===== config.mk =====
export PLATFORM = sky130hd
export DESIGN_NAME = fprs_ram
export DESIGN_NICKNAME = d
export VERILOG_FILES = /design/src/sv/fprs_ram.sv
export SDC_FILE = /design/constraint.sdc
export NUM_CORES = 1
export LEC_CHECK = 0
export BUFFER_PORTS_ARGS = -buffer_cell sky130_fd_sc_hd__buf_2
export CAP_MARGIN = 20
export CELL_PAD_IN_SITES_DETAIL_PLACEMENT = 1
export CELL_PAD_IN_SITES_GLOBAL_PLACEMENT = 1
export CORE_MARGIN = 2
export CORE_UTILIZATION = 55
export DETAILED_ROUTE_END_ITERATION = 12
export PLACE_DENSITY = 0.86
export SLEW_MARGIN = 20
export SYNTH_ARGS = -nofsm -noshare
export SYNTH_HDL_FRONTEND = slang
export SYNTH_SLANG_ARGS = --single-unit

===== constraint.sdc =====
create_clock -name i_clk -period 3.7 [get_ports i_clk]
set_clock_uncertainty 0.15 [all_clocks]
set_input_delay 0 -clock i_clk [delete_from_list [all_inputs] [get_ports i_clk]]
set_output_delay 0 -clock i_clk [all_outputs]
set_load 0.02 [all_outputs]

===== src/sv/fprs_ram.sv =====
// ----------------------------------------------------------------------------
// fprs_ram
// Generic simple dual port RAM: one write port, one registered read port
// whose output holds while the read enable is low.
// ----------------------------------------------------------------------------
module fprs_ram #(
    parameter int P_WIDTH = 8,
    parameter int P_DEPTH = 16
) (
    input  logic                                         i_clk,
    input  logic                                         i_we,
    input  logic [((P_DEPTH > 1) ? $clog2(P_DEPTH) : 1)-1:0] i_waddr,
    input  logic [P_WIDTH-1:0]                           i_wdata,
    input  logic                                         i_re,
    input  logic [((P_DEPTH > 1) ? $clog2(P_DEPTH) : 1)-1:0] i_raddr,
    output logic [P_WIDTH-1:0]                           o_rdata
);

    logic [P_WIDTH-1:0] r_mem [P_DEPTH];

    // Write port
    always_ff @(posedge i_clk) begin
        if (i_we) begin
            r_mem[i_waddr] <= i_wdata;
        end
    end

    // Registered read, held when not enabled
    always_ff @(posedge i_clk) begin
        if (i_re) begin
            o_rdata <= r_mem[i_raddr];
        end
    end

endmodule


# Word-level counts from Yosys, hierarchy flattened

Memories as Yosys holds them, arrays and structs flattened. A register that Yosys moved wholly into a read port is not among the register bits.
Index checks and enable logic that the tools add are counted.

Muxes and demuxes: 2

Operator list:

| kind             | count |
|---|---|
| 2-to-1 mux 1 bit | 2 |

Memory bits (writable): 128
Memories: 1
Output and inout port bits: 8
Flip-flop bits (word level): 0
Input port bits: 19
Logic and storage cells: 3

Memory list:

| name  | words | bits a word | read ports | clocked after memory_dff | wr ports | line | text |
|---|---|---|---|---|---|---|---|
| r_mem | 16    | 8           | 1          | 1                        | 1        | 19   | `logic [P_WIDTH-1:0] r_mem [P_DEPTH];` |

# Logic depth before layout (Yosys ltp)

Gate-level depths: netlist (run 1).

Depth after elaboration: 2
Mapped depth: 5
Gate-level depth less buffers: 3

# Worst setup path after synthesis (run 1)

No wires, ideal clock.

Kind: input-to-reg
Start point: in i_waddr[2] (netlist name)
End point: mem r_mem[0][0], enable pin
Setup time: 0.383 ns
Slack: 2.057 ns
Cell stages on the path: 2
Data required time: 3.167 ns
Arrival time: 1.110 ns
Buffers on the path: 0
Cells stage by stage: or3b_2 -> nor3_1

RTL lines:

| element            | line | text |
|---|---|---|
| start: declaration | 12   | `input logic [((P_DEPTH > 1) ? $clog2(P_DEPTH) : 1)-1:0] i_waddr,` |
| end: declaration   | 19   |  |

Straight into the memory's write port.

# Final worst setup path (run 1)

Start point: in i_waddr[2] (netlist name)
End point: mem r_mem[3][0], enable pin

Straight into the memory's write port.

==> impl_results.md, run 1 <==
* # setup viols final at 0
* Area of the mapped netlist at 0.00523 mm^2
* Setup TNS at 0 ns
* Post-synth net total at 248
* GRT Residual Overflow at 0
* Drc violations at 0
* Worst path required time at 3.67 ns
* Final Cell Area at 0.00614 mm^2
* Final Cycle Share at 52.2%
* 1st-pass router iterations at 4
* Routed len/inst at 26.8 um
* Die Span X at 101 um
* CTS buffer count at 17
* Fin crit period at 1.93 ns
* I/O pin cnt at 27
* Clock sink count at 136
* Layout area overhead at 17.4%
* Worst skew pair latency at 0.51 ns
* Ratio of cells with drive above 1 in the final layout at 25.9%
* WHS Path Cells at 4
* Pre-CTS WS at 1.43 ns
* Type of the worst setup path: input pin to flip-flop
* Ys Warns at 0
* Site Rows at 35
* Avg Inst Size Synth at 22.8 um^2
* Initial DRC Count at 156
* Worst EP arrival at 1.91 ns
* Seq cells post-synth at 136
* Core area at 0.00924 mm^2
* Vias/cell at 6.07
* Peak supply drop at 328 uV
* Clock Path Buffers at 2
* Final ANT Viol Nets at 0
* Pwr/cell area at 564 mW/mm^2
* Largest net degree at the start of global routing at 33
* Fmax at 518 MHz
* Ant diodes at 0
* Cts-stage hold buffer count at 14
* Fin. Hold Viols at 0
* P_leak at 2.05 nW
* Hold Path Class: input pin to flip-flop
* Number of gates resized after CTS at 0
* RD Place Congestion at 0.749
* Critical path fanouts, max at 8
* Starting Density at 56.6%
* Drt total wl at 11300 um
* DP Area at 0.00547 mm^2
* Relative slew margins at 32.4%
* Die area at 0.0103 mm^2
* Fillers at 734
* Crit end category: flip-flop
* Slack of the critical path at 1.77 ns
* Worst-path clk slew at 0.06 ns
* Post-Synthesis Cells at 229
* Global-route wire length before repair at 17100 um
* Port Buf Inserts at 26
* TritonCTS clock tree: built
* Post-DP HPWL at 6630 um
* Max Slew Vio Count at 0
* GRT Total Usage at 24.4%
* Root buf cell: clkbuf_8
* Maxcap violations at 0
* Sequential fraction of the synthesis area at 78.1%
* Post-CTS Setup Inserts at 0
* H-tree depth at 4
* Critical path startpoint category: input pin
* # placed instances at 379
* Final Instance Count excl. Fillers at 423
* Initial antenna violation count at 0
* Flop2flop setup slack at 1.99 ns
* Vias at 2568
* Die Height at 101 um
* Worst-margin pin slew at 1.01 ns
* Nets at 302
* Unrepaired setup endpoints after global routing: false
* Vias in the first global route at 2767
* R2R depth at 3
* Synth unique cells at 18
* Outcome: finished, final reports clean
worst max-delay path, stage by stage:
cell and delay, ns:
dlygate4sd3_1 0.54, buf_2 0.14, or3b_2 0.51, nor2_1 0.71
cell type report:
| cell class | instances | area (um^2) | area share (%) |
|---|---|---|---|
| tap | 129 | 161 | 2.63 |
| clock buffer | 18 | 418 | 6.81 |
| sequential | 136 | 4080 | 66.5 |
| multi-input combinational | 83 | 1060 | 17.2 |
| timing repair buffer | 45 | 308 | 5.01 |
| clock inverter | 12 | 111 | 1.81 |
per-stage QoR:
stage / hold slack (ns) / power [mW] / util [%]
3_5_place_dp: 0.233 / 1.94 / 59.2
5_1_grt: 0.0757 / 3.55 / 66.4
2_1_floorplan: -0.0511 / 1.87 / -
3_3_place_gp: 0.223 / 1.93 / 59.2
6_report: 0.0571 / 3.46 / 66.4
4_1_cts: 0.0188 / 3.48 / 66.4
cells in the mapped netlist (all sizes together):
master           n  area share (%)
edfxtp         136              78
nor2            13            0.93
nand2b           2            0.24
and2             1            0.12
or3b             1            0.17
nand3            1           0.096
nor2b            1            0.12
nor3             4            0.38
nand3b           2            0.29
mux4            32              15
and2b            1            0.14
buf              7             1.1
clkdlybuf4s25    3            0.57
a22oi           16             2.3
nand2            9            0.65
registers in the layout, summed over array words and instances (netlist names):
signal and flops:
o_rdata 8, r_mem 128
final timing paths:
| kind | start | end |
|---|---|---|
| worst max-delay path | i_waddr[2] | r_mem[3][0]$_DFFE_PP_ |
| worst min-delay path | i_we | r_mem[12][1]$_DFFE_PP_ |
| worst max register to register | r_mem[10][3]$_DFFE_PP_ | o_rdata[3]$_DFFE_PP_ |
| worst min register to register | r_mem[6][7]$_DFFE_PP_ | o_rdata[7]$_DFFE_PP_ |
routing by layer:
layer / track usage [%] / wire [um]
met2: 39.7 / 6000
met3: 5.45 / 407
met5: 0 / 0
met1: 33.1 / 4770
met4: 8.73 / 159
logic make-up after synthesis:
group                  count (synthesis)  share of synthesized area (%)
DFF                                  136                           78.1
and+or+nand+nor                       35                           3.14
muxes                                 32                           14.8
AOI/OAI and AO/OA                     16                           2.30
buffers and inverters                 10                           1.65
layout by cell type (no fill, tap or decap), drive strengths merged:
cell         instances
a22oi               16
and2                 1
and2b                1
buf                 31
bufinv               2
clkbuf              18
clkinv               8
clkinvlp             2
dlygate4sd3         14
edfxtp             136
mux4                32
nand2                9
nand2b               2
nand3                1
nand3b               2
nor2                13
nor2b                1
nor3                 4
or3b                 1
where the power goes:
| group | switching (mW) | internal, mW |
|---|---|---|
| clock network | 0.605 | 0.936 |
| registers | 0.0112 | 1.74 |
| logic | 0.103 | 0.0705 |
Note: power is estimated with default switching activity, not from simulation.
==> run 2: changes to the inputs <==
CORE_UTILIZATION = 53   (was 55)
PLACE_DENSITY = 0.84   (was 0.86)
clock period = 1.8 ns   (was 3.7 ns; I/O delays follow)
==> impl_results.md, run 2 (synthesized netlist as in run 1, its figures left out) <==
* Setup TNS at 0 ns
* # setup viols final at 0
* Fillers at 783
* Hold_ws at -0.00238 ns
* Largest net degree at the start of global routing at 33
* Drc violations at 0
* Ant diodes at 0
* Fin. Hold Viols at 2
* Most frequent cells in the layout: 136 x edfxtp_1, 26 x buf_2, 19 x buf_4
* H-tree depth at 4
* Relative slew margins at 73.8%
* Crit path largest cell delay at 0.55 ns
* Outcome: complete, but fails checks
* Die area at 0.0107 mm^2
* Die Span X at 103 um
* RD Place Congestion at 0.751
* P_leak at 2.17 nW
* Hold Path Class: input pin to flip-flop
* GRT Total Usage at 24.2%
* CP Buf/Inv Count at 0
* Fin crit period at 1.73 ns
* Largest regs: r_mem (128), o_rdata (8)
* I/O pin cnt at 27
* Max reg flops at 128
* Pwr/cell area at 1150 mW/mm^2
* Die Height at 103 um
* Root buf cell: clkbuf_8
* Most common cell after layout, fill and taps aside: edfxtp_1
* CTS buffer count at 17
* Nets at 321
* Max Slew Vio Count at 0
* Fmax at 579 MHz
* Initial DRC Count at 123
* Worst-margin pin slew at 0.392 ns
* Worst EP arrival at 1.84 ns
* Layout area overhead at 21.9%
* Starting Density at 54.0%
* Most flops, register: r_mem
* Unrepaired setup endpoints after global routing: false
* Type of the worst setup path: flip-flop to flip-flop
* Critical path fanouts, max at 1
* Drt total wl at 11600 um
* Site Rows at 36
* Crit path cell chain: mux4_2 > a22oi_2 > nand2_1
* Failing checks: hold timing
* Vias in the first global route at 2821
* GRT Residual Overflow at 0
* Peak supply drop at 593 uV
* Worst skew pair latency at 0.52 ns
* Routed len/inst at 25.8 um
* Final Instance Count excl. Fillers at 448
* Worst-path clk slew at 0.06 ns
* Crit end category: flip-flop
* Port Buf Inserts at 26
* TritonCTS clock tree: built
* # placed instances at 399
* Clock Path Buffers at 2
* Vias/cell at 5.78
* Critical path startpoint category: flip-flop
* Final Cycle Share at 95.9%
* Ratio of cells with drive above 1 in the final layout at 30.2%
* Post-DP HPWL at 7270 um
* Slowest CP cell: mux4_2
* Clock sink count at 136
* Initial antenna violation count at 0
* Vias at 2590
* Core area at 0.00968 mm^2
* 1st-pass router iterations at 4
* Crit-path leading delay family: multiplexers
* Post-CTS Setup Inserts at 0
* Final ANT Viol Nets at 0
* Worst path required time at 1.91 ns
* Global-route wire length before repair at 17400 um
* Maxcap violations at 0
run 2: layout make-up:
cell class / instances / area, um^2 / area share, %
sequential: 136 / 4080 / 64.1
multi-input combinational: 83 / 1060 / 16.7
timing repair buffer: 64 / 483 / 7.58
clock buffer: 17 / 414 / 6.50
tap: 133 / 166 / 2.61
clock inverter: 15 / 160 / 2.51
run 2: tightest hold or removal path, cell delays in order:
cell	delay (ns)
buf_2	0.11
nor2b_1	0.11
buf_4	0.18
a22oi_1	0.10
nand2_1	0.06
run 2: what timing repair did:
action                                 CTS  global route
hold buffers                            17             0
setup endpoints to repair                1             0
endpoints found under the hold margin  202             0
gates resized for setup                  1             0
run 2: metal layers:
layer,wire (um),vias up,global-route usage (%)
met5,0,-,0
met4,151,0,9.41
met3,403,11,5.65
met2,6020,72,39.4
met1,4970,1374,32.1
li1,-,1133,-
run 2: power breakdown:
group	total, mW	internal, mW	switching [mW]
Sequential	3.59	3.57	0.0245
Combinational	0.382	0.165	0.218
Clock	3.32	2.08	1.24
Total	7.29	5.81	1.48
run 2: path summary, 6_finish.rpt:
check	to	slack, ns	cells past startpoint	startpoint
min reg2reg	o_rdata[4]$_DFFE_PP_	0.61	3	r_mem[11][4]$_DFFE_PP_
max reg2reg	o_rdata[7]$_DFFE_PP_	0.07	3	r_mem[2][7]$_DFFE_PP_
max	o_rdata[7]$_DFFE_PP_	0.07	3	r_mem[2][7]$_DFFE_PP_
min	o_rdata[4]$_DFFE_PP_	-0.002	5	i_raddr[2]
run 2: metrics by stage:
step | power (mW) | area [um^2] | worst slack [ns] | utilization [%]
6_report | 7.29 | 6370 | 0.0730 | 65.8
5_1_grt | 7.47 | 6370 | 0.0114 | 65.8
4_1_cts | 7.33 | 6370 | 0.0344 | 65.8
3_5_place_dp | 4.01 | 5620 | 0.0378 | 58.0
3_3_place_gp | 3.98 | 5620 | 0.0899 | 58.0
2_1_floorplan | 3.85 | 5230 | 0.157 | -
