**config.mk**
```make
export PLATFORM = sky130hd
export DESIGN_NAME = fprs_dist
export DESIGN_NICKNAME = d
export VERILOG_FILES = /design/src/sv/fprs_pkg.sv /design/src/sv/fprs_dist.sv
export SDC_FILE = /design/constraint.sdc
export NUM_CORES = 2
export LEC_CHECK = 0
export ABC_CLOCK_PERIOD_IN_PS = 13200
export BUFFER_PORTS_ARGS = -buffer_cell sky130_fd_sc_hd__buf_2
export CELL_PAD_IN_SITES_DETAIL_PLACEMENT = 1
export CELL_PAD_IN_SITES_GLOBAL_PLACEMENT = 2
export CORE_MARGIN = 8
export CORE_UTILIZATION = 47
export CTS_CLUSTER_DIAMETER = 80
export CTS_CLUSTER_SIZE = 25
export DETAILED_ROUTE_END_ITERATION = 10
export PLACE_DENSITY_LB_ADDON = 0.3
export SLEW_MARGIN = 20
export SYNTH_ARGS = -nofsm -noshare
export SYNTH_HDL_FRONTEND = slang
export SYNTH_SLANG_ARGS = --single-unit
export TNS_END_PERCENT = 20
```
**constraint.sdc**
```tcl
create_clock -name i_clk -period 13.2 [get_ports i_clk]
set_input_delay 2.64 -clock i_clk [delete_from_list [all_inputs] [get_ports i_clk]]
set_output_delay 2.64 -clock i_clk [all_outputs]
set_load 0.005 [all_outputs]
```
**src/sv/fprs_pkg.sv**
```systemverilog
// ----------------------------------------------------------------------------
// fprs_pkg
// Shared widths, codes and types for the fixed radius point search block.
// ----------------------------------------------------------------------------
package fprs_pkg;

    // Capacity of the point list
    localparam int MAX_POINTS = 64;
    localparam int ADDR_W     = (MAX_POINTS > 1) ? $clog2(MAX_POINTS) : 1;
    localparam int CNT_W      = $clog2(MAX_POINTS + 1);

    // Field widths
    localparam int COORD_W    = 24;
    localparam int RAD_W      = 23;
    localparam int INDEX_W    = 6;
    localparam int ENTRY_W    = 2 * COORD_W;

    // Arithmetic widths: difference, square, sum of squares, radius squared
    localparam int DIFF_W     = COORD_W + 1;
    localparam int SQ_W       = 2 * DIFF_W;
    localparam int SUM_W      = SQ_W + 1;
    localparam int R2_W       = 2 * RAD_W;

    // Stream widths
    localparam int IN_DATA_W  = 80;
    localparam int OUT_DATA_W = 56;

    // Action codes carried in the input tuser
    localparam logic ACT_LOAD  = 1'b0;
    localparam logic ACT_QUERY = 1'b1;

    // Candidate leaving the distance pipeline
    typedef struct packed {
        logic                      valid;
        logic                      hit;
        logic [ADDR_W-1:0]         idx;
        logic signed [COORD_W-1:0] x;
        logic signed [COORD_W-1:0] y;
    } t_cand;

endpackage

```
**src/sv/fprs_dist.sv**
```systemverilog
// ----------------------------------------------------------------------------
// fprs_dist
// Three stage distance check: difference, squares, sum and compare against
// the squared radius. All stages hold while the enable is low; a flush clears the valid bits.
// ----------------------------------------------------------------------------
module fprs_dist (
    input  logic                                 i_clk,
    input  logic                                 i_rst_n,
    input  logic                                 i_en,
    input  logic                                 i_flush,
    input  logic                                 i_valid,
    input  logic [fprs_pkg::ADDR_W-1:0]          i_idx,
    input  logic [fprs_pkg::ENTRY_W-1:0]         i_entry,
    input  logic signed [fprs_pkg::COORD_W-1:0]  i_ox,
    input  logic signed [fprs_pkg::COORD_W-1:0]  i_oy,
    input  logic [fprs_pkg::R2_W-1:0]            i_r2,
    output fprs_pkg::t_cand                      o_cand,
    output logic                                 o_busy
);

    logic signed [fprs_pkg::COORD_W-1:0] w_px;
    logic signed [fprs_pkg::COORD_W-1:0] w_py;

    // Stage A: differences
    logic                                r_a_v;
    logic [fprs_pkg::ADDR_W-1:0]         r_a_idx;
    logic signed [fprs_pkg::COORD_W-1:0] r_a_x;
    logic signed [fprs_pkg::COORD_W-1:0] r_a_y;
    logic signed [fprs_pkg::DIFF_W-1:0]  r_a_dx;
    logic signed [fprs_pkg::DIFF_W-1:0]  r_a_dy;

    // Stage B: squares
    logic                                r_b_v;
    logic [fprs_pkg::ADDR_W-1:0]         r_b_idx;
    logic signed [fprs_pkg::COORD_W-1:0] r_b_x;
    logic signed [fprs_pkg::COORD_W-1:0] r_b_y;
    logic signed [fprs_pkg::SQ_W-1:0]    r_b_dx2;
    logic signed [fprs_pkg::SQ_W-1:0]    r_b_dy2;

    // Stage C: compare result
    logic [fprs_pkg::SUM_W-1:0]          w_d2;
    logic                                r_c_v;
    logic                                r_c_hit;
    logic [fprs_pkg::ADDR_W-1:0]         r_c_idx;
    logic signed [fprs_pkg::COORD_W-1:0] r_c_x;
    logic signed [fprs_pkg::COORD_W-1:0] r_c_y;

    assign w_py = i_entry[fprs_pkg::ENTRY_W-1:fprs_pkg::COORD_W];
    assign w_px = i_entry[fprs_pkg::COORD_W-1:0];

    // Squares are never negative, so the sum is taken unsigned
    assign w_d2 = {1'b0, r_b_dx2[fprs_pkg::SQ_W-1:0]}
                + {1'b0, r_b_dy2[fprs_pkg::SQ_W-1:0]};

    // Valid bits
    always_ff @(posedge i_clk) begin
        if (!i_rst_n || i_flush) begin
            r_a_v <= 1'b0;
            r_b_v <= 1'b0;
            r_c_v <= 1'b0;
        end else if (i_en) begin
            r_a_v <= i_valid;
            r_b_v <= r_a_v;
            r_c_v <= r_b_v;
        end
    end

    // Payload stages
    always_ff @(posedge i_clk) begin
        if (i_en) begin
            r_a_idx <= i_idx;
            r_a_x   <= w_px;
            r_a_y   <= w_py;
            r_a_dx  <= {w_px[fprs_pkg::COORD_W-1], w_px} - {i_ox[fprs_pkg::COORD_W-1], i_ox};
            r_a_dy  <= {w_py[fprs_pkg::COORD_W-1], w_py} - {i_oy[fprs_pkg::COORD_W-1], i_oy};

            r_b_idx <= r_a_idx;
            r_b_x   <= r_a_x;
            r_b_y   <= r_a_y;
            r_b_dx2 <= r_a_dx * r_a_dx;
            r_b_dy2 <= r_a_dy * r_a_dy;

            r_c_idx <= r_b_idx;
            r_c_x   <= r_b_x;
            r_c_y   <= r_b_y;
            r_c_hit <= (w_d2 <= {{(fprs_pkg::SUM_W - fprs_pkg::R2_W){1'b0}}, i_r2});
        end
    end

    assign o_cand = {r_c_v, r_c_hit, r_c_idx, r_c_x, r_c_y};
    assign o_busy = r_a_v | r_b_v | r_c_v;

endmodule
```
## After elaboration in Yosys (flattened, before gate mapping)

Index checks and enable logic that the tools add are counted.

| word-level totals | value |
|---|---|
| register bits | 316 |
| input bits | 153 |
| output and inout port bits | 57 |
| logic and storage cells | 27 |

| operators by class | value |
|---|---|
| add/sub/neg operators | 3 |
| multipliers | 2 |
| $lt $le $gt $ge | 1 |
| bitwise logic cells | 2 |
| reduce and logical (&&, ||, !) cells | 2 |

Operators by type and width:

| cell | count |
|---|---|
| 25-bit by 25-bit multiplier with 50-bit output | 2 |
| 50-bit by 50-bit adder with 51-bit output | 1 |
| 51-bit by 46-bit <= comparator with 1-bit output | 1 |
| 24-bit by 24-bit subtractor with 25-bit output | 2 |
| 1-bit bitwise OR | 2 |
| 1-bit logical NOT | 1 |
| 1-bit logical OR | 1 |

## Longest topological paths before layout

| logic depth | value |
|---|---|
| word-level depth | 2 |
| gate-level depth with buffers | 29 |
| mapped depth without buffers | 28 |

## Worst setup path after synthesis

Ideal clock, no wire load.

| path | value |
|---|---|
| path type | register to register |
| from | reg r_a_dx[2] (netlist name) |
| to | reg r_b_dx2[46] (netlist name), data pin |
| arrival time | 7.099 ns |
| path slack | 5.841 ns |
| stages on the path, launching flop included | 29 |
| period minus slack after synthesis | 7.359 ns |
| path through | edfxtp_1 clkbuf_1 clkbuf_1 nand2_1 fa_1 inv_1 fa_1 inv_1 fa_1 inv_1 fa_1 inv_1 fa_1 inv_1 fa_1 inv_1 fa_1 inv_1 ha_1 a21o_1 a21o_1 a221oi_1 o211ai_2 a41oi_2 o31a_1 o21ai_0 a2111o_1 o21ai_1 xnor2_1 |

| on the way | value |
|---|---|
| cells in the longest elaborated chain, start to end | 1 |

RTL lines:

| item | RTL line | RTL |
|---|---|---|
| from (decl) | fprs_dist.sv:29 | `logic signed [fprs_pkg::DIFF_W-1:0] r_a_dx;` |
| from (signal assigned) | fprs_dist.sv:74 | `r_a_dx <= {w_px[fprs_pkg::COORD_W-1], w_px} - {i_ox[fprs_pkg::COORD_W-1], i_ox};` |
| 25-bit by 25-bit multiplier with 50-bit output | fprs_dist.sv:80 | `r_b_dx2 <= r_a_dx * r_a_dx;` |
| to (signal assigned) | fprs_dist.sv:80 |  |
| to (decl) | fprs_dist.sv:37 | `logic signed [fprs_pkg::SQ_W-1:0] r_b_dx2;` |

No other way between the ends.
A chain may end at the register's enable or synchronous reset.

## Worst setup path in the final report

| path | value |
|---|---|
| from | reg r_a_dx[9] (netlist name) |
| to | reg r_b_dx2[49] (netlist name), data pin |

The elaborated chain is that of the path after synthesis.

==> tab_implementation.tex <==
\begin{tabular}{lr}
\hline
Metric & Value \\
\hline
\multicolumn{2}{l}{\textbf{STA}} \\
\quad Final Cycle Share & 65.2\% \\
\quad Setup clock skew after layout & 32.0 ps \\
\quad Total of endpoints with negative setup slack in the final report & 0 \\
\quad Worst-Margin Slew & 1080 ps \\
\quad Relative slew slack & roughly 28\% \\
\quad Number of max-slew violations in the final report & 0 \\
\quad Number of endpoints with negative hold slack in the final report & 0 \\
\quad Min cycle time layout & 8610 ps \\
\quad Unrepaired setup endpoints after global routing & false \\
\quad Slack of the critical path & 4590 ps \\
\quad Final-layout setup total negative slack & 0 ps \\
\quad Maximum frequency from static timing analysis & 0.116 GHz \\
\multicolumn{2}{l}{\textbf{Logic synthesis}} \\
\quad Synthesized Nets & 7319 \\
\quad Top cells by area, synth & sky130\_fd\_sc\_hd\_\_fa\_1 43\%, sky130\_fd\_sc\_hd\_\_edfxtp\_1 17\%, sky130\_fd\_sc\_hd\_\_inv\_1 10\% \\
\quad Synthesis warning total & 0 \\
\quad EDFF count, synth & around 310 \\
\quad Sequential fraction of the synthesis area & between 10\% and 20\% \\
\quad Post-synthesis cell type with the largest combined area & sky130\_fd\_sc\_hd\_\_fa\_1 \\
\quad Seq cells post-synth & 314 \\
\quad Mean post-synth cell area & slightly above 10 um\^{}2 \\
\quad Fraction of the mapped netlist area in simple logic gates & under 10\% \\
\quad Adder and majority gate portion of the synthesized area & around 53\% \\
\quad Async set-or-reset flop fraction in the synthesized netlist & 0\% \\
\quad Distinct cells, synth & slightly below 80 \\
\quad Multiplexer share of the synthesized area & less than 1\% \\
\quad Complex-gate fraction of the synthesized area & 7.05\% \\
\quad Number of instances in the synthesized netlist & 5505 \\
\quad Library cell with the highest instance count after synthesis & sky130\_fd\_sc\_hd\_\_inv\_1 \\
\quad Synthesized cell area & around 57000 um\^{}2 \\
\quad Ranking of synthesized cells by instance count & 1512 x sky130\_fd\_sc\_hd\_\_inv\_1, 1219 x sky130\_fd\_sc\_hd\_\_fa\_1, 442 x sky130\_fd\_sc\_hd\_\_ha\_1 \\
\quad Xor and xnor area share after synthesis & roughly 3.0\% \\
\quad Combinational family with the most area after synthesis & adder cells \\
\quad Most frequently used flop master after synthesis & sky130\_fd\_sc\_hd\_\_edfxtp\_1 \\
\quad Share of Yosys cell area claimed by the top area cell type & 43.2\% \\
\multicolumn{2}{l}{\textbf{Drt}} \\
\quad Vias per Instance & approximately 5.1 \\
\quad Detail-routed net length per standard cell & around 20 um \\
\quad DRT Wirelength & around 140 mm \\
\quad Final ANT Viol Nets & 0 \\
\quad Number of search-and-repair iterations in the first detailed-routing pass & 5 \\
\quad Via count & 37500 \\
\quad Number of violations reported at the end of detailed-routing iteration 0 & about 1600 \\
\quad DRC violation count after routing & 0 \\
\multicolumn{2}{l}{\textbf{CTS}} \\
\quad CTS-repair resized insts & 0 \\
\quad Count of H-tree levels built during CTS & 1 \\
\quad Cts bufs inserted & 27 \\
\quad Count of buffers added by post-CTS timing repair for setup & 0 \\
\quad Clock insertion delay at the later pin of the skew report & slightly above 600 ps \\
\quad Number of buffers inserted for hold repair after clock tree synthesis & 0 \\
\quad Clock transition at the register clock pins on the worst setup and hold paths after CTS & roughly 100 ps \\
\quad TritonCTS clock tree & yes \\
\quad Number of clock sinks & approximately 310 \\
\quad Max Buffers Root-to-Sink & 3 \\
\quad Clock Root Buffer & sky130\_fd\_sc\_hd\_\_clkbuf\_16 \\
\multicolumn{2}{l}{\textbf{Status}} \\
\quad Result of the run & completed \\
\multicolumn{2}{l}{\textbf{Floorplanning}} \\
\quad Total number of placement rows & about 130 \\
\quad Die ar. & 132000 um\^{}2 \\
\quad Die extent in y & $\sim$360 um \\
\quad Initial Util & a little under half \\
\quad Die extent in x & 363 um \\
\quad Core region area & around 120000 um\^{}2 \\
\quad Total I/O pin count & 210 \\
\multicolumn{2}{l}{\textbf{GRT}} \\
\quad Number of global-route vias before repair & 44300 \\
\quad Initial antenna violation count & 8 \\
\quad Total congestion overflow after global routing & 0 \\
\quad All-Layer GR Usage & a little under a quarter \\
\quad Global-route wire length before repair & 236 mm \\
\quad Maximum number of pins on one net before global-route repair & between 100 and 150 \\
\multicolumn{2}{l}{\textbf{Worst setup path}} \\
\quad Worst setup path class & reg -> reg \\
\quad Capturing point of the worst reg2reg path & r\_b\_dx2[49] \\
\quad Critical path endpoint & r\_b\_dx2[49] \\
\quad Register-to-register setup slack & 4590 ps \\
\quad Largest fanout of any net on the critical path & 20 \\
\quad CP Data Arrival Time & 8950 ps \\
\quad Startpoint of the most critical register-to-register path & r\_a\_dx[9] \\
\quad R2r worst-path depth & 26 \\
\quad Worst setup startpoint & r\_a\_dx[9] \\
\quad Element type at the critical path start & flop \\
\quad Worst path required time & roughly 14000 ps \\
\quad Type of element capturing the critical path & flop \\
\multicolumn{2}{l}{\textbf{Placed design}} \\
\quad Setup Slack @ Placement & $\sim$4600 ps \\
\quad Last weighted congestion value of the routability-driven placer & 0.875 \\
\quad Port Buf Inserts & about 210 \\
\quad Placed wire-length estimate after detailed placement & roughly 120 mm \\
\multicolumn{2}{l}{\textbf{Cells and area}} \\
\quad Final net count & $\sim$7500 \\
\quad Area delta synth->final & 7.02\% \\
\quad Share of cells above drive strength 1 & under 10\% \\
\quad Filler cell count in the final layout & approximately 13000 \\
\multicolumn{2}{l}{\textbf{Min path}} \\
\quad Type of the most critical hold path & reg -> reg \\
\multicolumn{2}{l}{\textbf{Job}} \\
\quad Max-cap violations & 0 \\
\hline
\end{tabular}
[worst min path at each step]
stage,from,endpoint,slack [ps],cells past startpoint
after detailed placement,r_a_x[16],r_b_x[16],410,0
after global placement,r_a_x[12],r_b_x[12],400,0
final,r_b_x[23],r_c_x[23],420,0
after CTS,r_b_x[3],r_c_x[3],420,0
after floorplan,r_a_idx[0],r_b_idx[0],400,0
after global routing,r_b_x[23],r_c_x[23],420,0
[state kept, by name (all words and copies together) (netlist names)]
register  cells
r_b_dx2      49
r_b_dy2      49
r_a_dx       25
r_a_dy       25
r_a_x        24
r_a_y        24
r_b_x        24
r_b_y        24
r_c_x        24
r_c_y        24
r_a_idx       6
r_b_idx       6
r_c_idx       6
r_a_v         1
r_b_v         1
r_c_hit       1
r_c_v         1
[stage by stage]
step                      util [%]  hold WS, ps  area (um^2)  cells
after floorplan                  -          400        56500   5505
after global placement        49.7          400        59400   7238
after detailed placement      49.7          405        59400   7238
after CTS                     50.5          418        60500   7288
after global routing          50.5          423        60500   7288
final                         50.5          417        60500   7291
[worst max-delay path, stage by stage, from the launching register on]
cell and delay (ps):
sky130_fd_sc_hd__edfxtp_1 850, sky130_fd_sc_hd__clkinv_1 550, sky130_fd_sc_hd__nor2_1 340, sky130_fd_sc_hd__inv_1 100
sky130_fd_sc_hd__fa_1 500, sky130_fd_sc_hd__fa_1 550, sky130_fd_sc_hd__inv_1 60, sky130_fd_sc_hd__fa_1 520
sky130_fd_sc_hd__inv_1 60, sky130_fd_sc_hd__fa_1 540, sky130_fd_sc_hd__inv_1 50, sky130_fd_sc_hd__fa_1 460
sky130_fd_sc_hd__fa_1 490, sky130_fd_sc_hd__inv_1 50, sky130_fd_sc_hd__fa_1 470, sky130_fd_sc_hd__inv_1 40
sky130_fd_sc_hd__ha_1 360, sky130_fd_sc_hd__a211oi_1 270, sky130_fd_sc_hd__nor2_1 100, sky130_fd_sc_hd__o41ai_1 400
sky130_fd_sc_hd__nand4_1 180, sky130_fd_sc_hd__nand4_1 260, sky130_fd_sc_hd__a21oi_1 150, sky130_fd_sc_hd__o2111a_1 300
sky130_fd_sc_hd__o2111ai_1 300, sky130_fd_sc_hd__and2_1 240, sky130_fd_sc_hd__o211ai_1 130
[metal layers]
layer	GRT usage (%)	vias up	part of all wire [%]	wire length [um]
li1	-	17000	-	-
met1	30.0	19700	43	62200
met2	40.1	634	51	73300
met3	2.27	188	3.8	5500
met4	5.11	4	2.3	3290
met5	0	-	0.017	24
[cell usage in the layout (no fill, tap or decap), types with 115 or more instances in the layout]
cell | synthesis | final
sky130_fd_sc_hd__a21oi_1 | 159 | 159
sky130_fd_sc_hd__buf_2 | 1 | 208
sky130_fd_sc_hd__and2_1 | 233 | 233
sky130_fd_sc_hd__ha_1 | 442 | 442
sky130_fd_sc_hd__a21o_1 | 115 | 115
sky130_fd_sc_hd__nor2_1 | 184 | 184
sky130_fd_sc_hd__xnor2_1 | 147 | 147
sky130_fd_sc_hd__fa_1 | 1219 | 1219
sky130_fd_sc_hd__edfxtp_1 | 311 | 311
sky130_fd_sc_hd__inv_1 | 1512 | 1512
sky130_fd_sc_hd__nand2_1 | 431 | 431
[final cells by class]
cell class                 count  area [um^2]  area share (%)
timing repair buffer         257         1430            2.36
tap                         1612         2020            3.34
clock inverter                23          355           0.588
clock buffer                  27          676            1.12
multi-input combinational   3542        40900            67.6
sequential                   314         9400            15.5
antenna                        3         7.51          0.0124
inverter                    1513         5680            9.39
[cell families (layout without fill, tap and decap cells)]
family,count (synthesis),in the layout
DFF,314,314
and+or+nand+nor,1084,1084
buffers and inverters,1649,1820
adders and majority gates,1661,1661
other,0,3
xor gates and xnor gates,193,193
AOI/OAI and AO/OA,595,595
muxes,9,9
Power is not shown: default switching activity piles up to over one toggle a cycle in this logic, so the estimate is an artifact.
